[src/design/fpn_pkg.sv]
`default_nettype none
package fpn_pkg;

	// permutation table geometry
	localparam int TBL_AW = 8;
	localparam int TBL_DW = 8;
	localparam int TBL_DEPTH = 1 << TBL_AW;

	// field widths
	localparam int CFG_W = 4;
	localparam int VOXEL_W = 10;
	localparam int TEXEL_W = 8;
	localparam int APB_AW = 5;
	localparam int APB_DW = 32;

	// operation codes
	localparam logic OP_WRITE = 1'b0;
	localparam logic OP_EVAL = 1'b1;

	// register indexes
	localparam logic [2:0] REG_WIDTH = 3'd0;
	localparam logic [2:0] REG_HEIGHT = 3'd1;
	localparam logic [2:0] REG_DEPTH = 3'd2;
	localparam logic [2:0] REG_SCALE = 3'd3;
	localparam logic [2:0] REG_OCTAVES = 3'd4;

	// register reset values
	localparam logic [CFG_W-1:0] RST_DIM_LOG2 = 4'd7;
	localparam logic [CFG_W-1:0] RST_SCALE = 4'd4;
	localparam logic [CFG_W-1:0] RST_OCTAVES = 4'd6;

	// fade polynomial 6t^5 - 15t^4 + 10t^3
	localparam int FADE_C6 = 6;
	localparam int FADE_C15 = 15;
	localparam int FADE_C10 = 10;

	// gradient hash decode
	localparam logic [3:0] GRAD_U_Y = 4'd8;
	localparam logic [3:0] GRAD_V_Y = 4'd4;
	localparam logic [3:0] GRAD_V_X0 = 4'd12;
	localparam logic [3:0] GRAD_V_X1 = 4'd14;

	// output quantization
	localparam int QUANT_MAX = 255;

	// divider status
	typedef struct packed {
		logic busy;
		logic done;
	} div_stat_t;

endpackage
`default_nettype wire

[src/design/fpn_perm_mem.sv]
`default_nettype none
module fpn_perm_mem (
	input  wire logic                       clk,
	input  wire logic                       we,
	input  wire logic [fpn_pkg::TBL_AW-1:0] waddr,
	input  wire logic [fpn_pkg::TBL_DW-1:0] wdata,
	input  wire logic [fpn_pkg::TBL_AW-1:0] raddr,
	output logic      [fpn_pkg::TBL_DW-1:0] rdata
);
	import fpn_pkg::*;

	logic [TBL_DW-1:0] mem_q [TBL_DEPTH];

	// single write port
	always_ff @(posedge clk) begin
		if (we) begin
			mem_q[waddr] <= wdata;
		end
	end

	// registered read port
	always_ff @(posedge clk) begin
		rdata <= mem_q[raddr];
	end

endmodule
`default_nettype wire

[config.mk]
export PLATFORM = sky130hd
export DESIGN_NAME = fpn_perm_mem
export DESIGN_NICKNAME = d
export VERILOG_FILES = /design/src/design/fpn_pkg.sv /design/src/design/fpn_perm_mem.sv
export SDC_FILE = /design/constraint.sdc
export NUM_CORES = 2
export LEC_CHECK = 0
export BUFFER_PORTS_ARGS = -buffer_cell sky130_fd_sc_hd__buf_4
export CELL_PAD_IN_SITES_DETAIL_PLACEMENT = 0
export CELL_PAD_IN_SITES_GLOBAL_PLACEMENT = 1
export CORE_UTILIZATION = 51
export CTS_CLUSTER_SIZE = 28
export DETAILED_ROUTE_END_ITERATION = 12
export PLACE_DENSITY = 0.79
export SYNTH_ARGS = -nofsm -noshare
export SYNTH_HDL_FRONTEND = slang
export SYNTH_SLANG_ARGS = --single-unit
[constraint.sdc]
create_clock -name clk -period 2.15 [get_ports clk]
set_clock_uncertainty 0.15 [all_clocks]
set_input_delay 0.1075 -clock clk [delete_from_list [all_inputs] [get_ports clk]]
set_output_delay 0.1075 -clock clk [all_outputs]
set_load 0.1 [all_outputs]
==> results by group <==
Status
  • Status: finished, violations left
  • Violated checks: DRC, setup timing

Routing
  • Iteration-0 DRC count of the detailed router: ~5000
  • TritonRoute pass-1 iters: 9
  • Post-route ant nets: 0
  • Vias/cell: just over 6
  • Wire per inst: 29.83 µm
  • WL final: 198300 µm
  • Vias: between 40000 and 50000
  • DRC: 2

Finish
  • Final nets: ~4500
  • P&R area growth vs syn: 18.98%
  • Layout cells sized above 1: 0.3401
  • Final core occ: 0.6130

Timing
  • Setup violations, final: 9
  • Fmax: 0.4166 GHz
  • Max-slew violations: 0
  • Slew @ Worst Pin: 0.8657 ns
  • Tmin final: roughly 2.4 ns
  • Final hold vios: 0
  • RSZ-0062 raised after global routing: true
  • Setup ws final: -0.2502 ns
  • Final Cycle Share: 1.116
  • Slew headroom: 0.4208

Place
  • # port buffers: 33
  • Routability congestion estimate: 0.8698
  • Detail Placement HPWL: 129700 µm

Critical path
  • Slowest-stage cell, CP: mux4_2
  • Worst setup path class: reg -> reg
  • Worst Path Arrival: 2.92 ns
  • CP Max Fanout: 1
  • WP data required: 2.67 ns
  • Critical Path Sink Type: flop
  • Crit-path max cell delay: 0.57 ns
  • CP startpoint kind: flop
  • CP Cell Sequence: mux4_2, a22o_1, a221oi_4, o32ai_2, nor3_4, nor4_2

Clocking
  • Worst-Skew Late Latency: approximately 0.83 ns
  • Post-CTS Setup Repair Bufs: 0
  • Max Root-Sink Buffers: 3
  • CTS Sinks: 2056
  • CTS tree: yes
  • CTS root buffer: clkbuf_16
  • Number of CTS-inserted buffers: 195
  • Clock slew at reported path FFs: 0.06 ns
  • Number of H-tree levels: 4

Synthesis
  • Post-Syn Area: 0.07956 mm²
  • Largest cells by area after synthesis: edfxtp_1, mux4_2, mux2i_1
  • Post-synthesis mux area share: 0.1462
  • Register bit count reported by yosys: 2056
  • Ys flop type: edfxtp_1
  • Seq/Total Area, Yosys: 0.7750
  • Top-area cell type share of the netlist area: 0.7730
  • Unique cell type count in the Yosys netlist: 55
  • Mapped Cells: 3733
  • Area leader, netlist: edfxtp_1
  • Fraction of the mapped netlist area in adder cells: 0
  • Largest family of logic cells by synthesized area: multiplexers
  • Synth Area in Compound Gates: 0.03419
  • Number of synthesized flops with an enable pin: 2048
  • Syn Nets: roughly 3800
  • Synth Area in XOR/XNOR: 0
  • Synthesized area per cell: 21.31 µm²
  • Synth warn: 0
  • Ys async rst share: 0
  • Simple-gate share of the synthesized area: 0.02628

Power and ir drop
  • Logic pwr share: 0.063
  • Internal cell power: 64.92 mW
  • Power share of the clock group: 0.403
  • P_sw: ~18 mW
  • Switching Fraction: 0.2166
  • Overall Power: 82.86 mW
  • Sequential share of power: 0.535
  • P per Cell Area: 875.4 mW/mm²
  • Leakage: 30.67 nW
  • Peak supply drop: 0.9750 mV

GRT
  • Initial antenna violation count: 8
  • Grt ovf: 0
  • First-pass GRT wire length: approximately 290000 µm
  • Maximum number of pins on one net before global-route repair: 89
  • GRT Total Usage: 0.2536
  • Vias in the first global route: 41740

Floorplanning
  • Row cnt: 144
  • Die Ht: 397.0 µm
  • Core area: 0.1544 mm²
  • Die area: 0.1576 mm²
  • I/O Pins: 34
  • Chip width: 397.0 µm
  • Initial core utilization: 0.5152

Job
  • MaxCap Viol Count: 0

Worst hold path
  • Hold WC Path Type: in -> reg
[critical path: cells and delay by family (launching register included)]
kind | cells | cell delay (ns)
simple gates | 2 | 0.43
flops | 1 | 0.39
compound gates | 3 | 0.70
mux | 1 | 0.57
[sequential cells by signal (all words and copies together) (netlist names)]
register  cells
rdata         8
mem_q      2048
[per-stage QoR]
step                      instances  TNS (ns)  hold WS (ns)  setup WS (ns)  instance area [µm²]
after CTS                      6646    -1.309       0.04970        -0.2681                94440
final                          6647    -1.353        0.1014        -0.2502                94660
after global routing           6646    -1.458       0.08477        -0.2803                94650
after global placement         6267    -14.66        0.3364         -1.583                87650
after floorplan                3733         0       0.05637       0.001761                79590
after detailed placement       6268    -17.15        0.3417         -1.568                87670
[final timing paths]
kind	startpoint	endpoint	slack, ns	depth (start not counted)
max	mem_q[67][6]$_DFFE_PP_	rdata[6]$_DFF_P_	-0.25	6
min	wdata[2]	mem_q[0][2]$_DFFE_PP_	0.10	2
max reg2reg	mem_q[67][6]$_DFFE_PP_	rdata[6]$_DFF_P_	-0.25	6
min reg2reg	mem_q[54][1]$_DFFE_PP_	rdata[1]$_DFF_P_	0.87	7
[layer usage]
| metal | global-route usage | vias up | wire length (µm) |
|---|---|---|---|
| met5 | 0 | - | 23 |
| met4 | 0.07446 | 4 | 5920 |
| met3 | 0.04644 | 351 | 20850 |
| met2 | 0.3967 | 2303 | 94300 |
| met1 | 0.3683 | 21670 | 77170 |
| li1 | - | 17110 | - |
[synth_stat cells, types with 16 or more instances]
library cell / number
buf_4: 27
mux2i_1: 134
buf_1: 22
nor2b_1: 31
nor2_1: 282
clkbuf_1: 111
buf_2: 31
buf_6: 21
nor4_1: 24
o221ai_1: 46
a21oi_1: 96
nand3_1: 34
mux4_2: 454
edfxtp_1: 2048
o22ai_1: 28
nor3_1: 22
a211oi_1: 16
a22oi_1: 133
nand2_1: 33
[power groups by stage]
stage	clock, mW	sequential (mW)	combinational, mW
CTS	33.7	44.3	5.13
finish	33.4	44.3	5.18
global placement	0	45.1	4.87
detailed placement	0	45.1	4.96
global route	35.1	44.3	5.40
floorplan	0	45.3	2.15
[final cells by class]
class / count / area (µm²)
clock buffer: 234 / 5057
sequential: 2056 / 61660
tap: 2044 / 2557
timing repair buffer: 742 / 7141
fill: 10320 / 59750
antenna: 1 / 2.502
multi-input combinational: 1442 / 17090
inverter: 2 / 7.507
clock inverter: 126 / 1137
[what timing repair did]
action / in CTS / in global routing
setup endpoints to repair: 9 / 119
hold buffers: 19 / 0
pin swaps: 22 / 20
hold endpoints to repair: 2354 / 0
gates resized for setup: 66 / 49
cloned: 0 / 0
[cell families (layout without fill, tap and decap cells)]
logic type | count (synthesis) | after routing
buf+inv | 235 | 1104
other cells | 0 | 1
compound gates | 385 | 385
flops | 2056 | 2056
mux | 591 | 591
simple gates | 466 | 466
[cells in the final DEF (no fill, tap or decap), drive strengths merged, types with 2 or more instances in the layout]
cell type       n
a2111oi         5
a211oi         16
a21oi          96
a221oi         14
a22o            8
a22oi         133
a311oi          2
a31oi           2
and2            6
and3b           2
buf           717
bufinv         15
clkbuf        240
clkinv        102
clkinvlp        3
dfxtp           8
dlygate4sd3    19
edfxtp       2048
inv             8
mux2i         134
mux4          456
nand2          33
nand2b          8
nand3          34
nand3b          2
nand4          10
nor2          282
nor2b          31
nor3           22
nor4           27
o211ai         10
o21ai          12
o221ai         47
o22a            5
o22ai          28
o32ai           5
or2             4
Note: power is estimated with default switching activity, not from simulation.
