$ cat config.mk
export PLATFORM = sky130hd
export DESIGN_NAME = fpn_mul
export DESIGN_NICKNAME = d
export VERILOG_FILES = /design/src/design/fpn_pkg.sv /design/src/design/fpn_mul.sv
export SDC_FILE = /design/constraint.sdc
export NUM_CORES = 1
export LEC_CHECK = 0
export BUFFER_PORTS_ARGS = -buffer_cell sky130_fd_sc_hd__buf_2
export CELL_PAD_IN_SITES_DETAIL_PLACEMENT = 1
export CELL_PAD_IN_SITES_GLOBAL_PLACEMENT = 2
export CORE_ASPECT_RATIO = 0.8
export CORE_MARGIN = 1.5
export CORE_UTILIZATION = 38
export DETAILED_ROUTE_END_ITERATION = 7
export GPL_ROUTABILITY_DRIVEN = 0
export PLACE_DENSITY_LB_ADDON = 0.15
export SYNTH_ARGS = -nofsm -noshare
export SYNTH_HDL_FRONTEND = slang
export SYNTH_SLANG_ARGS = --single-unit
$ cat constraint.sdc
create_clock -name clk -period 6.7 [get_ports clk]
set_clock_uncertainty 0.1 [all_clocks]
set_input_delay 0.335 -clock clk [delete_from_list [all_inputs] [get_ports clk]]
set_output_delay 0.335 -clock clk [all_outputs]
set_load 0.01 [all_outputs]
$ cat src/design/fpn_pkg.sv
`default_nettype none
package fpn_pkg;

	// permutation table geometry
	localparam int TBL_AW = 8;
	localparam int TBL_DW = 8;
	localparam int TBL_DEPTH = 1 << TBL_AW;

	// field widths
	localparam int CFG_W = 4;
	localparam int VOXEL_W = 10;
	localparam int TEXEL_W = 8;
	localparam int APB_AW = 5;
	localparam int APB_DW = 32;

	// operation codes
	localparam logic OP_WRITE = 1'b0;
	localparam logic OP_EVAL = 1'b1;

	// register indexes
	localparam logic [2:0] REG_WIDTH = 3'd0;
	localparam logic [2:0] REG_HEIGHT = 3'd1;
	localparam logic [2:0] REG_DEPTH = 3'd2;
	localparam logic [2:0] REG_SCALE = 3'd3;
	localparam logic [2:0] REG_OCTAVES = 3'd4;

	// register reset values
	localparam logic [CFG_W-1:0] RST_DIM_LOG2 = 4'd7;
	localparam logic [CFG_W-1:0] RST_SCALE = 4'd4;
	localparam logic [CFG_W-1:0] RST_OCTAVES = 4'd6;

	// fade polynomial 6t^5 - 15t^4 + 10t^3
	localparam int FADE_C6 = 6;
	localparam int FADE_C15 = 15;
	localparam int FADE_C10 = 10;

	// gradient hash decode
	localparam logic [3:0] GRAD_U_Y = 4'd8;
	localparam logic [3:0] GRAD_V_Y = 4'd4;
	localparam logic [3:0] GRAD_V_X0 = 4'd12;
	localparam logic [3:0] GRAD_V_X1 = 4'd14;

	// output quantization
	localparam int QUANT_MAX = 255;

	// divider status
	typedef struct packed {
		logic busy;
		logic done;
	} div_stat_t;

endpackage
`default_nettype wire

$ cat src/design/fpn_mul.sv
`default_nettype none
module fpn_mul #(
	parameter int W = 22,
	parameter int FB = 16
) (
	input  wire logic                clk,
	input  wire logic signed [W-1:0] a,
	input  wire logic signed [W-1:0] b,
	output logic signed      [W-1:0] p
);
	import fpn_pkg::*;

	logic signed [2*W-1:0] full;

	assign full = a * b;

	// floor of the fixed-point product
	always_ff @(posedge clk) begin
		p <= full[FB +: W];
	end

endmodule
`default_nettype wire

==> results of run 1 <==
[layout make-up]
| cell class | instances | area [µm²] | area share (%) |
|---|---|---|---|
| Timing Repair Buffer | 222 | 1590 | 8.75 |
| Sequential cell | 22 | 440 | 2.42 |
| Antenna cell | 2 | 5.00 | 0.0275 |
| Clock buffer | 3 | 75.1 | 0.412 |
| Clock inverter | 1 | 30.0 | 0.165 |
| Multi-Input combinational cell | 1171 | 13700 | 75.3 |
| Tap cell | 552 | 691 | 3.79 |
| Inverter | 443 | 1660 | 9.12 |
[stage by stage]
step	cells	setup WS [ps]	hold slack, ps	setup TNS [ps]
after floorplan	1719	19.0	539	0
after global routing	2415	-116	963	-326
after CTS	2414	2.39	951	0
final	2416	103	936	0
after global placement	2410	-532	631	-4980
after detailed placement	2410	-630	633	-6290
[cell usage after synthesis, types with 2 or more instances]
master,instances,area [µm²]
ha_1,118,1480
a211oi_1,3,22.5
inv_1,443,1660
nor2_1,15,56.3
dfxtp_1,22,440
o21bai_1,3,22.5
a21o_1,8,60.1
fa_1,441,8830
or3_1,2,12.5
nand4_1,3,18.8
o21ai_0,6,30.0
and2_1,194,1210
xnor2_1,29,254
a2111oi_0,2,17.5
nand2_1,260,976
clkbuf_1,83,312
a21oi_1,10,50.1
nor2b_1,13,81.3
xor2_1,12,105
a221oi_1,2,17.5
o211ai_1,2,15.0
nand3_1,7,35.0
o21a_1,5,37.5
nor3_1,7,35.0
nand2b_1,10,62.6
[per-layer routing]
| metal | vias up | GRT usage [%] |
|---|---|---|
| met5 | - | 0 |
| met2 | 172 | 38.2 |
| li1 | 5155 | - |
| met4 | 4 | 3.47 |
| met3 | 39 | 3.25 |
| met1 | 5972 | 32.1 |
[worst max-delay path by stage]
stage | end | slack (ps) | cells past startpoint | from
after CTS | p[11]$_DFF_P_ | 2 | 27 | a[10]
final | p[11]$_DFF_P_ | 100 | 25 | b[6]
after global routing | p[11]$_DFF_P_ | -120 | 25 | a[9]
after global placement | p[11]$_DFF_P_ | -530 | 27 | a[10]
after floorplan | p[11]$_DFF_P_ | 20 | 20 | a[19]
after detailed placement | p[11]$_DFF_P_ | -630 | 27 | a[6]
[cells in the final DEF (no fill, tap or decap), types with 10 or more instances in the layout]
master   Yosys  layout
xor2_1      12      12
xnor2_1     29      27
dfxtp_1     22      22
nor2b_1     13      13
fa_2         0      10
ha_1       118     116
inv_1      443     442
buf_4        0     150
and2_1     194     193
nand2_1    260     260
fa_1       441     431
nor2_1      15      15
buf_2        0      60
[logic make-up (layout without fill, tap and decap cells)]
group / count (synthesis) / in the layout / share of synthesized area, %
xor gates and xnor gates: 41 / 41 / 2.24
AOI/OAI and AO/OA: 52 / 52 / 2.43
buffers and inverters: 526 / 669 / 12.3
DFF: 22 / 22 / 2.75
adders and majority gates: 559 / 559 / 64.3
other: 0 / 2 / 0
and+or+nand+nor: 519 / 519 / 15.9
[repair_timing]
action	in CTS	in global routing
gates resized for setup	10	32
pin swaps	2	10
hold buffers	0	0
setup buffers	0	1
setup endpoints to repair	11	11
==> flow_metrics.py, run 1 <==
metrics = {
    "detailed_routing": {
        "wl_met3_um": 1800,
        "viasPerCell": 4.69,
        "dr_total_vias": 11300,
        "avgRoutedWirePerCell_um": 19.3,
        "highest_layer": "met5",
        "drtIter0Drc": 383,
        "wl_met2_um": 22800,
        "wl_met1_um": 21500,
        "drt_first_pass_iters": 5,
        "ant_nets": 0,
        "wirelength_um": 46700,
        "post-route-drc-count": 0,
    },
    "sta": {
        "max_slew_margin_pct": 68.4,
        "worst_pin_slew_ps": 472,
        "fmaxAchievable_mhz": 152,
        "setup_viol": 0,
        "hold_viol": 0,
        "rsz0062_at_grt": "true",
        "period_share_pct": 98.5,
        "min_period_ps": 6600,
        "finalMaxSlewViolations": 0,
    },
    "setup_path": {
        "cp_max_fo": 11,
        "worstPathArrival_ps": 6700,
        "worst-path-buf-inv": 8,
        "critPathMaxStageDelay_ps": 530,
        "path_common_cell": "fa_1",
        "end_kind": "register",
        "cpMaxStageDelayCell": "fa_1",
        "crit_required_ps": 6800,
        "cp-start-kind": "input pin",
        "critPathTopFamily": "adder cells",
        "critPathKind": "in2reg",
    },
    "status": {
        "status": "finished clean",
    },
    "yosys": {
        "ys_seq_elements": 22,
        "synth_fp_nets": 2323,
        "syn_avg_cell_area_um2": 9.32,
        "synthFlopType": "dfxtp_1",
        "yosysWarnings": 0,
        "ys_seq_area_share_pct": 2.75,
        "synthDistinctLibCells": 44,
        "netlist_area_um2": 16000,
        "synth_edf_count": 0,
        "synthCells": 1719,
        "async_flop_share_pct": 0,
    },
    "die": {
        "rows": 67,
        "ios": 67,
        "fp.dieW_um": 233,
        "fp.dieH_um": 187,
        "die-area_um2": 43400,
        "coreArea_um2": 41700,
        "start_util_pct": 38.4,
    },
    "cells_and_area": {
        "area_delta_synth_final_pct": 13.8,
        "post-route-util_pct": 43.7,
        "final.fill_count": 4818,
        "final_cell_area_um2": 18200,
        "top_register": "p",
        "reg_top3": "p x22",
        "largest_reg_flops": 22,
        "layout-drive-gt1-share_pct": 13.7,
        "fin_nets": 2467,
    },
    "run": {
        "drv_cap": 0,
    },
    "clocking": {
        "clk_pin_slew_ps": 90,
        "cts.sinks": 22,
        "cts_tree": "done",
        "cts.htree.levels": 1,
        "cts_buffers": 3,
        "cts-root-buf": "clkbuf_16",
        "cts_buffer_depth": 2,
    },
    "global_routing": {
        "gr-usage-all-layers_pct": 22.8,
        "grt_max_degree": 15,
        "gr-total-overflow": 0,
        "antenna_found_initial": 4,
        "grt_pass1_vias": 13200,
        "grt_pass1_wl_um": 75300,
    },
    "placed_design": {
        "postPlaceCellArea_um2": 18000,
        "dp_hpwl_um": 42300,
        "port_buffers": 66,
    },
    "worst_hold_path": {
        "holdCritPathClass": "reg2out",
        "min_to": "p[2]",
        "whs_path_depth": 1,
        "min_from": "p[2]$_DFF_P_",
    },
}
Power of run 1 is not shown: default switching activity piles up to over one toggle a cycle in this logic, so the estimate is an artifact.
==> run 2, diff against run 1 <==
--- a/config.mk
+++ b/config.mk
@@ -13,7 +13,9 @@
 export CORE_UTILIZATION = 38
 export DETAILED_ROUTE_END_ITERATION = 7
 export GPL_ROUTABILITY_DRIVEN = 0
+export MAX_ROUTING_LAYER = met4
 export PLACE_DENSITY_LB_ADDON = 0.15
+export SLEW_MARGIN = 15
 export SYNTH_ARGS = -nofsm -noshare
 export SYNTH_HDL_FRONTEND = slang
 export SYNTH_SLANG_ARGS = --single-unit
==> constraint.sdc (replaced) <==
create_clock -name clk -period 5.4 [get_ports clk]
set_clock_uncertainty 0.1 [all_clocks]
set_input_delay 0.27 -clock clk [delete_from_list [all_inputs] [get_ports clk]]
set_output_delay 0.27 -clock clk [all_outputs]
set_load 0.01 [all_outputs]
==> run 2 against run 1 <==
Wire length rose by 2.2%. Die area did not move. Global-route usage rose by 1.1 points. The flow now finishes with violations (setup timing). Via count rose by 3.7%. Worst setup slack got worse by 960 ps. Count of clock-buffer cells in the layout did not move. Core utilization rose by 3.6 points. Non-clock buffer count rose by 82. Sequential share of layout area fell by 0.18 points. Highest routed layer is now met4.
==> flow_metrics.py, run 2 (synthesized netlist as in run 1, its figures left out) <==
metrics = {
    "detailed_routing": {
        "wl_met1_um": 21700,
        "wl_met3_um": 1320,
        "post-route-drc-count": 0,
        "wl_met2_um": 23600,
        "viasPerCell": 4.71,
        "dr_total_vias": 11800,
        "drt_first_pass_iters": 5,
        "highest_layer": "met4",
        "avgRoutedWirePerCell_um": 19.1,
        "drtIter0Drc": 406,
        "wirelength_um": 47800,
        "ant_nets": 0,
    },
    "cells_and_area": {
        "area_delta_synth_final_pct": 23.1,
        "layout-drive-gt1-share_pct": 22.7,
        "largest_reg_flops": 22,
        "multi_input_area_um2": 14200,
        "reg_top3": "p x22",
        "final_cell_mix": "inv_1, fa_1, nand2_1, buf_4, and2_1",
        "ff_latch_area_um2": 440,
        "top_register": "p",
        "post-route-util_pct": 47.2,
        "final.fill_count": 4775,
        "fin_nets": 2549,
        "mostFrequentLayoutCell": "inv_1",
    },
    "global_routing": {
        "grt_pass1_vias": 13700,
        "antenna_found_initial": 1,
        "grt_pass1_wl_um": 76900,
        "gr-total-overflow": 0,
        "grt_max_degree": 18,
        "gr-usage-all-layers_pct": 23.9,
    },
    "setup_path": {
        "cp_max_fo": 7,
        "critPathKind": "in2reg",
        "crit_path_start": "b[12]",
        "worstPathArrival_ps": 6360,
        "end_kind": "register",
        "cp-start-kind": "input pin",
        "crit_required_ps": 5500,
    },
    "sta": {
        "max_slew_margin_pct": 72.3,
        "finalMaxSlewViolations": 0,
        "worst_pin_slew_ps": 414,
        "min_period_ps": 6260,
        "tns_ps": -11190,
        "worst_slack_ps": -860,
        "fmaxAchievable_mhz": 160,
        "rsz0062_at_grt": "true",
        "period_share_pct": 116,
        "hold_viol": 0,
        "setup_viol": 21,
    },
    "clocking": {
        "cts.sinks": 22,
        "cts.htree.levels": 1,
        "postCtsHoldBufs": 0,
        "clk_pin_slew_ps": 90,
        "cts-root-buf": "clkbuf_16",
        "cts_tree": "done",
        "cts_buffers": 3,
        "cts_buffer_depth": 2,
    },
    "die": {
        "start_util_pct": 38.4,
        "fp.dieW_um": 233,
        "rows": 67,
        "die-area_um2": 43400,
        "ios": 67,
        "fp.dieH_um": 187,
        "coreArea_um2": 41700,
    },
    "placed_design": {
        "dp_hpwl_um": 42600,
        "port_buffers": 66,
    },
    "worst_hold_path": {
        "min_from": "p[0]$_DFF_P_",
        "holdCritPathClass": "reg2out",
    },
    "status": {
        "violations": "setup timing",
        "status": "finished with violations",
    },
    "run": {
        "drv_cap": 0,
    },
}
==> run 2: worst paths after layout <==
check | endpoint | slack [ps] | cells after the start
worst max-delay path | p[11]$_DFF_P_ | -860 | 21
worst min-delay path | p[0] | 890 | 1
==> run 2: per-stage QoR <==
step	instances	setup WS (ps)	instance area, µm²	hold WS, ps
4_1_cts	2479	-987	19100	908
3_5_place_dp	2468	-1500	18600	567
3_3_place_gp	2468	-1420	18600	563
2_1_floorplan	1719	-769	16300	474
6_report	2497	-860	19700	891
5_1_grt	2497	-1000	19700	920
==> run 2: area by class of cell <==
type                       instances  area share (%)
antenna                            1          0.0127
sequential                        22            2.23
clock buffer                       3           0.381
clock inverter                     1           0.152
inverter                         443            8.43
timing repair buffer             304            13.3
multi-input combinational       1171            71.9
tap                              552            3.50
==> run 2: repair_timing <==
| action | 4_1_cts | 5_1_grt |
|---|---|---|
| gates resized for setup | 97 | 119 |
| pin swaps | 52 | 84 |
| cloned | 0 | 2 |
| endpoints found under the setup margin | 22 | 22 |
| setup buffers | 10 | 16 |
==> run 2: routing by layer <==
layer,vias to the layer above,GRT usage (%)
met2,149,39.1
met1,6244,32.7
met5,-,-
met4,0,4.62
met3,45,2.15
li1,5324,-
==> run 2: worst max-delay path: stages <==
cell	delay (ps)
buf_4	160
buf_4	150
and2_4	150
fa_1	550
inv_2	40
fa_1	510
inv_2	40
fa_1	490
fa_1	440
fa_1	550
fa_1	450
fa_1	580
ha_4	220
a21o_1	150
a21o_1	190
a21o_4	240
or2_4	230
o32a_4	360
and2_4	150
or3_1	290
and2_1	130
Power of run 2 is left out for the same reason.
