`config.mk`:
```
export PLATFORM = sky130hd
export DESIGN_NAME = fpn_div
export DESIGN_NICKNAME = d
export VERILOG_FILES = /design/src/design/fpn_pkg.sv /design/src/design/fpn_div.sv
export SDC_FILE = /design/constraint.sdc
export NUM_CORES = 1
export LEC_CHECK = 0
export BUFFER_PORTS_ARGS = -buffer_cell sky130_fd_sc_hd__buf_2
export CAP_MARGIN = 0
export CELL_PAD_IN_SITES_DETAIL_PLACEMENT = 1
export CELL_PAD_IN_SITES_GLOBAL_PLACEMENT = 2
export CORE_ASPECT_RATIO = 1.2
export CORE_MARGIN = 2
export CORE_UTILIZATION = 30
export DETAILED_ROUTE_END_ITERATION = 10
export GPL_TIMING_DRIVEN = 0
export PLACE_DENSITY_LB_ADDON = 0.1
export SYNTH_ARGS = -nofsm -noshare
export SYNTH_HDL_FRONTEND = slang
export SYNTH_SLANG_ARGS = --single-unit
```
`constraint.sdc`:
```
create_clock -name clk -period 2.4 [get_ports clk]
set_input_delay 0.36 -clock clk [delete_from_list [all_inputs] [get_ports clk]]
set_output_delay 0.36 -clock clk [all_outputs]
set_load 0.005 [all_outputs]
```
`src/design/fpn_pkg.sv`:
```
`default_nettype none
package fpn_pkg;

	// permutation table geometry
	localparam int TBL_AW = 8;
	localparam int TBL_DW = 8;
	localparam int TBL_DEPTH = 1 << TBL_AW;

	// field widths
	localparam int CFG_W = 4;
	localparam int VOXEL_W = 10;
	localparam int TEXEL_W = 8;
	localparam int APB_AW = 5;
	localparam int APB_DW = 32;

	// operation codes
	localparam logic OP_WRITE = 1'b0;
	localparam logic OP_EVAL = 1'b1;

	// register indexes
	localparam logic [2:0] REG_WIDTH = 3'd0;
	localparam logic [2:0] REG_HEIGHT = 3'd1;
	localparam logic [2:0] REG_DEPTH = 3'd2;
	localparam logic [2:0] REG_SCALE = 3'd3;
	localparam logic [2:0] REG_OCTAVES = 3'd4;

	// register reset values
	localparam logic [CFG_W-1:0] RST_DIM_LOG2 = 4'd7;
	localparam logic [CFG_W-1:0] RST_SCALE = 4'd4;
	localparam logic [CFG_W-1:0] RST_OCTAVES = 4'd6;

	// fade polynomial 6t^5 - 15t^4 + 10t^3
	localparam int FADE_C6 = 6;
	localparam int FADE_C15 = 15;
	localparam int FADE_C10 = 10;

	// gradient hash decode
	localparam logic [3:0] GRAD_U_Y = 4'd8;
	localparam logic [3:0] GRAD_V_Y = 4'd4;
	localparam logic [3:0] GRAD_V_X0 = 4'd12;
	localparam logic [3:0] GRAD_V_X1 = 4'd14;

	// output quantization
	localparam int QUANT_MAX = 255;

	// divider status
	typedef struct packed {
		logic busy;
		logic done;
	} div_stat_t;

endpackage
`default_nettype wire

```
`src/design/fpn_div.sv`:
```
`default_nettype none
module fpn_div #(
	parameter int NW = 32,
	parameter int VW = 9
) (
	input  wire logic            clk,
	input  wire logic            arst_n,
	input  wire logic            start,
	input  wire logic [NW-1:0]   dividend,
	input  wire logic [VW-1:0]   divisor,
	output fpn_pkg::div_stat_t   stat,
	output logic      [NW-1:0]   quot,
	output logic      [VW-1:0]   rem
);
	import fpn_pkg::*;

	localparam int CNTW = $clog2(NW + 1);

	logic [NW-1:0]   n_q;
	logic [VW-1:0]   r_q;
	logic [VW-1:0]   dv_q;
	logic [CNTW-1:0] cnt_q;
	logic            done_q;
	logic [VW:0]     trial;
	logic            ge;

	// one quotient bit per cycle
	assign trial = {r_q, n_q[NW-1]};
	assign ge = trial >= {1'b0, dv_q};

	always_ff @(posedge clk or negedge arst_n) begin
		if (!arst_n) begin
			cnt_q <= '0;
			done_q <= 1'b0;
		end else begin
			done_q <= !start && cnt_q == CNTW'(1);
			if (start) begin
				cnt_q <= CNTW'(NW);
			end else if (cnt_q != '0) begin
				cnt_q <= cnt_q - 1'b1;
			end
		end
	end

	// restoring shift-subtract datapath
	always_ff @(posedge clk) begin
		if (start) begin
			n_q <= dividend;
			r_q <= '0;
			dv_q <= divisor;
		end else if (cnt_q != '0) begin
			n_q <= {n_q[NW-2:0], ge};
			r_q <= ge ? VW'(trial - {1'b0, dv_q}) : trial[VW-1:0];
		end
	end

	assign stat.busy = cnt_q != '0;
	assign stat.done = done_q;
	assign quot = n_q;
	assign rem = r_q;

endmodule
`default_nettype wire

```
==> results of run 1 <==
layer usage:
layer / part of all wire, % / vias to the layer above / global-route usage [%] / wire (microns)
met5: 0 / - / 0 / 0
met4: 1.8 / 0 / 6.40 / 119
met3: 6.3 / 11 / 4.32 / 425
met2: 49 / 57 / 24.0 / 3320
met1: 42 / 1012 / 16.2 / 2850
li1: - / 1013 / - / -
flip-flops by register name, indices dropped and copies added, names as in the netlist:
| name | cells |
|---|---|
| rem | 9 |
| quot | 32 |
| cnt_q | 6 |
| done_q | 1 |
| dv_q | 9 |
report_power, final:
group | switching [mW] | total (mW) | internal (mW)
Clock | 0.393 | 0.760 | 0.367
Sequential | 0.173 | 1.52 | 1.34
Combinational | 0.704 | 1.38 | 0.679
metrics by stage:
step           setup WS, ns  area (sq um)  total power, mW  std cells
2_1_floorplan        0.0471          2790             2.37        214
3_3_place_gp         -0.360          3370             2.84        420
3_5_place_dp         -0.328          3370             2.85        420
4_1_cts              0.0574          3600             3.69        442
5_1_grt              0.0147          3650             3.95        447
6_report              0.150          3650             3.66        447
worst max-delay path, delay by kind of cell, from the launching register on:
kind            cells  cell delay [ns]
fa+ha+maj           2             0.55
compound gates      3             0.45
buf+inv             3             0.28
flops               1             0.40
mux                 1             0.34
simple gates        1             0.15
repair_timing:
| item | in CTS | in global routing |
|---|---|---|
| endpoints found under the hold margin | 7 | 0 |
| setup buffers | 4 | 5 |
| cloned | 1 | 0 |
| gates resized for setup | 5 | 3 |
| hold buffers | 1 | 0 |
| endpoints found under the setup margin | 43 | 5 |
| pin swaps | 2 | 5 |
how the worst max path moves through the flow:
stage	from	endpoint	cells after the start
finish	quot[31]	rem[0]	10
global route	quot[31]	rem[0]	10
CTS	quot[31]	rem[0]	10
detailed placement	start	quot[30]	5
global placement	start	quot[22]	5
floorplan	quot[31]	rem[0]	9
layout by cell type, fill, tap and decap left out, types with 2 or more instances in the layout:
| cell type | count |
|---|---|
| clkbuf_8 | 9 |
| a21oi_1 | 10 |
| clkinvlp_4 | 4 |
| edfxtp_1 | 41 |
| and3_1 | 2 |
| nand2_1 | 8 |
| mux2i_1 | 7 |
| clkbuf_1 | 3 |
| nor2_1 | 5 |
| nand4_1 | 2 |
| xnor2_1 | 2 |
| o21ai_0 | 4 |
| dfrtp_1 | 7 |
| nor4_1 | 3 |
| dfxtp_1 | 9 |
| nor3_1 | 2 |
| xor2_1 | 4 |
| nand2b_1 | 4 |
| inv_1 | 15 |
| a211oi_2 | 3 |
| buf_4 | 10 |
| buf_1 | 4 |
| o21ai_1 | 4 |
| or4_1 | 2 |
| a32oi_1 | 2 |
| mux2_2 | 32 |
| nand3_1 | 4 |
| o31ai_1 | 2 |
| nand3b_1 | 4 |
| clkinv_2 | 4 |
| ha_1 | 10 |
| buf_2 | 86 |
kinds of logic after synthesis:
kind of cell    Yosys count  share of synthesized area, %
fa+ha+maj                12                          5.64
xor+xnor                  6                          1.88
compound gates           36                          8.69
flops                    57                          56.8
mux                      39                          15.4
buf+inv                  25                          3.76
simple gates             39                          7.84
area by class of cell:
type,count,share of cell area [%]
Buffer,8,1.13
Clock buffer,10,3.50
Clock inverter,6,0.961
Inverter,17,1.85
Multi-Input combinational cell,132,30.8
Sequential cell,57,43.5
Tap cell,120,4.12
Timing Repair Buffer,96,13.9
Timing Repair inverter,1,0.206
==> reports/metrics.cfg, run 1 <==
[critical_path]
crit_required_ns=2.65
critPathKind=register to register
rr_endpoint=rem[0]
rrSetupSlack_ns=0.15
crit_path_end_kind=register
slowest_stage=edfxtp_1
rr_startpoint=quot[31]
worstPathArrival_ns=2.50
crit_path_frequent_cell=a211oi_2
path_max_fanout=3
worstSetupStartpointType=register
worstPathCellList=inv_2, ha_2, inv_1, fa_2, a21oi_4, a211oi_2, nor3_2, buf_4, mux2_2, a211oi_2
r2r_cells=10
cp_slowest_stage_delay_ns=0.40

[die]
core_sq_um=9030
fp-row-count=38
start_util_pct=30.9
dieWidth_microns=92.1
io_pins=87
fp.dieArea_sq_um=10100
die_y_microns=110

[drt]
antenna_left=0
first_iter_violations=66
wl_per_cell_microns=15.0
routed_wirelength_microns=6720
vias_per_cell=4.68
num_vias=2093
route.detailed.drc=0
drt_pass1_iterations=4

[yosys]
synth_top_area_share_pct=44.1
yosysUniqueCellTypes=44
seq_area_frac_synth_pct=56.8
synth.most_common_cell=edfxtp_1
ys_seq_elements=57
syn_area_sq_um=2790
yosys.area.top_type=edfxtp_1
synth_common_cells=41 x edfxtp_1, 32 x mux2_2, 17 x inv_1
syn_avg_cell_area_sq_um=13.1
synth_fp_nets=270
ys_warn_count=0
async_flop_share_pct=12.3
ys_top_cells_by_area=edfxtp_1 44%, mux2_2 13%, dfxtp_1 6.4%, dfrtp_1 6.3%, ha_1 4.9%
ys.flop_type=edfxtp_1
synth_edf_count=41
synth_cells=214

[power]
powerDensity_nw_per_um2=1000
peakVddDrop_mv=0.345
p_leak_nw=1.61

[sta]
max_freq_mhz=444
holdWs_ns=0.204
report.final.setup_viol=0
rsz0062_at_grt=no
final-hold-violation-count=0
period_needed_ns=2.25
drv_slew=0
worst_pin_slew_ns=0.697
period_share_pct=93.8
skew_ns=0.00369
relSlewSlack_pct=53.6
fin_setup_tns_ns=0

[grt]
grt_max_degree=18
antenna_found_initial=0
track_usage_pct=14.0
grt_first_pass_wirelength_microns=10900
first_global_vias=2268
grt.overflow.total=0

[layout]
multiInputGateArea_sq_um=1120
finalNetCount=378
fin_util_pct=40.4
area_growth_pct=30.5
fill_cells=1023
insertedDiodeCount=0
regArea_sq_um=1590
layout-drive-gt1-share_pct=47.7

[worst_hold_path]
hp-class=input pin to register
hold_end=dv_q[0]
min_path_cells=1
hold_start=divisor[0]

[placement]
hpwl_microns=4890
io_buffers=86
globalplace.congestion=0.715

[cts]
cts_tree=built
clk_latency_ns=0.33
cts_root_buffer=clkbuf_8
clock-sinks=57
clockBufferDepth=2
cts_max_level=3
clkTransAtPathRegs_ns=0.07
cts_buffers=9

[status]
status=finished clean

[flow_run]
maxCapViolCount=0

Note: power is estimated with default switching activity, not from simulation.
==> inputs of run 2 (changes only) <==
ABC_CLOCK_PERIOD_IN_PS = 2400   (was unset)
BUFFER_PORTS_ARGS = unset   (was -buffer_cell sky130_fd_sc_hd__buf_2)
CORE_UTILIZATION = 37   (was 30)
DONT_BUFFER_PORTS = 1   (was unset)
PLACE_DENSITY = 0.77   (was unset)
PLACE_DENSITY_LB_ADDON = unset   (was 0.1)
==> reports/metrics.cfg, run 2 (synthesis results as in run 1) <==
[status]
status=finished clean

[die]
start_util_pct=38.4
fp-row-count=34
core_sq_um=7270
io_pins=87
die_y_microns=99.2
dieWidth_microns=83.3
fp.dieArea_sq_um=8270

[power]
powerDensity_nw_per_um2=1170
seqPwrFrac_pct=41.3
clock_power_share_pct=27.7
switching_share_pct=32.1
peakVddDrop_mv=0.574
switching_power_mw=1.23
combPwrFrac_pct=31.0
internal-power_mw=2.61
p_leak_nw=1.30

[sta]
period_share_pct=95.0
drv_slew=0
final-hold-violation-count=0
max_freq_mhz=439
report.final.setup_viol=0
skew_ns=0.00848
fin_setup_tns_ns=0
relSlewSlack_pct=50.6
worst_pin_slew_ns=0.742
period_needed_ns=2.28

[cts]
clkTransAtPathRegs_ns=0.07
clockBufferDepth=2
cts_tree=built
clock-sinks=57
clk_latency_ns=0.33
cts_max_level=3
cts_root_buffer=clkbuf_8
cts_buffers=9

[critical_path]
r2r_cells=11
rr_endpoint=rem[1]
slowest_stage=edfxtp_1
critPathKind=register to register
crit_path_end_kind=register
worstSetupStartpointType=register
crit_required_ns=2.60
worstPathCellList=inv_2, ha_4, inv_1, fa_2, a21oi_4, a211oi_2, nor3_2, buf_4, buf_4, mux2i_1, a211oi_2
worstPathArrival_ns=2.48
cp_slowest_stage_delay_ns=0.44
rrSetupSlack_ns=0.12
path_max_fanout=4
rr_startpoint=quot[31]

[layout]
regArea_sq_um=1590
fill_cells=749
design_area_sq_um=3270
final_common_cell=edfxtp_1
most-common-layout-cells=41 x edfxtp_1, 31 x mux2_2, 15 x inv_1
finalNetCount=293
fin_cells=332
insertedDiodeCount=0
layout-drive-gt1-share_pct=28.5
fin_util_pct=44.9
area_growth_pct=17.0
largest_reg_flops=32
multiInputGateArea_sq_um=1140

[worst_hold_path]
hold_start=divisor[4]
min_path_cells=0
hold_end=dv_q[4]
hp-class=input pin to register

[drt]
antenna_left=0
wl_per_cell_microns=18.9
route.detailed.drc=0
first_iter_violations=75
num_vias=1803
routed_wirelength_microns=6260
vias_per_cell=5.43
drt_pass1_iterations=4

[placement]
globalplace.congestion=0.772
hpwl_microns=4310
dp.cells=304
io_buffers=0
place_area_sq_um=2910

[grt]
antenna_found_initial=0
grt.overflow.total=0
grt_max_degree=18
track_usage_pct=15.5
grt_first_pass_wirelength_microns=9950
first_global_vias=1989

[flow_run]
maxCapViolCount=0

-- run 2: changes by cell type in the layout (fill, tap and decap cells not counted), sizes merged --
| cell | delta |
|---|---|
| bufinv | +3 |
| buf | -85 |
| clkinvlp | -2 |
| clkinv | -1 |
-- run 2: what timing repair did --
item | in CTS | in global routing
setup buffers | 5 | 4
resized for setup | 5 | 5
pin swaps | 2 | 5
setup endpoints to repair | 43 | 10
cloned | 2 | 0
endpoints found under the hold margin | 7 | 0
hold buffers | 1 | 0
-- run 2: through the flow --
| stage | hold WS, ns | worst slack (ns) | power, mW |
|---|---|---|---|
| 2_1_floorplan | 0.0644 | 0.0471 | 2.37 |
| 3_3_place_gp | 0.0646 | -0.250 | 2.61 |
| 3_5_place_dp | 0.0646 | -0.310 | 2.64 |
| 4_1_cts | 0.101 | 0.00207 | 3.82 |
| 5_1_grt | 0.0970 | -0.0206 | 4.08 |
| 6_report | 0.124 | 0.120 | 3.84 |
-- run 2: layer usage --
metal / global-route usage, % / share of wire (%) / wire length, microns
met4: 7.19 / 1.4 / 87
met1: 16.8 / 40 / 2480
met2: 26.0 / 50 / 3110
met3: 7.05 / 9.4 / 587
met5: 0 / 0 / 0
-- run 2: area by class of cell --
class	instances	area share, %
Tap cell	90	3.44
Clock inverter	6	3.25
Clock buffer	10	3.90
Sequential cell	57	48.5
Inverter	17	2.07
Buffer	8	1.26
Timing Repair Buffer	11	2.53
Multi-Input combinational cell	132	34.8
Timing Repair inverter	1	0.230
-- run 2: worst max-delay path by stage --
| stage | end | slack [ns] | from |
|---|---|---|---|
| after detailed placement | rem[0] | -0.31 | quot[31] |
| after CTS | rem[0] | 0.002 | quot[31] |
| after floorplan | rem[0] | 0.05 | quot[31] |
| final | rem[1] | 0.12 | quot[31] |
| after global placement | rem[0] | -0.25 | quot[31] |
| after global routing | rem[0] | -0.02 | quot[31] |
-- run 2: power by group through the flow --
stage                     Combinational [mW]  Sequential, mW  Clock [mW]
after floorplan                        0.847            1.52           0
after global placement                  1.01            1.60           0
after detailed placement                1.04            1.60           0
after CTS                               1.14            1.59        1.09
after global routing                    1.32            1.64        1.13
final                                   1.19            1.58        1.06
-- run 2: critical path, delay by kind of cell, from the launching register on --
family,cells,cell delay [ns]
flops,1,0.44
fa+ha+maj,2,0.52
mux,1,0.21
compound gates,3,0.39
simple gates,1,0.15
buf+inv,4,0.44
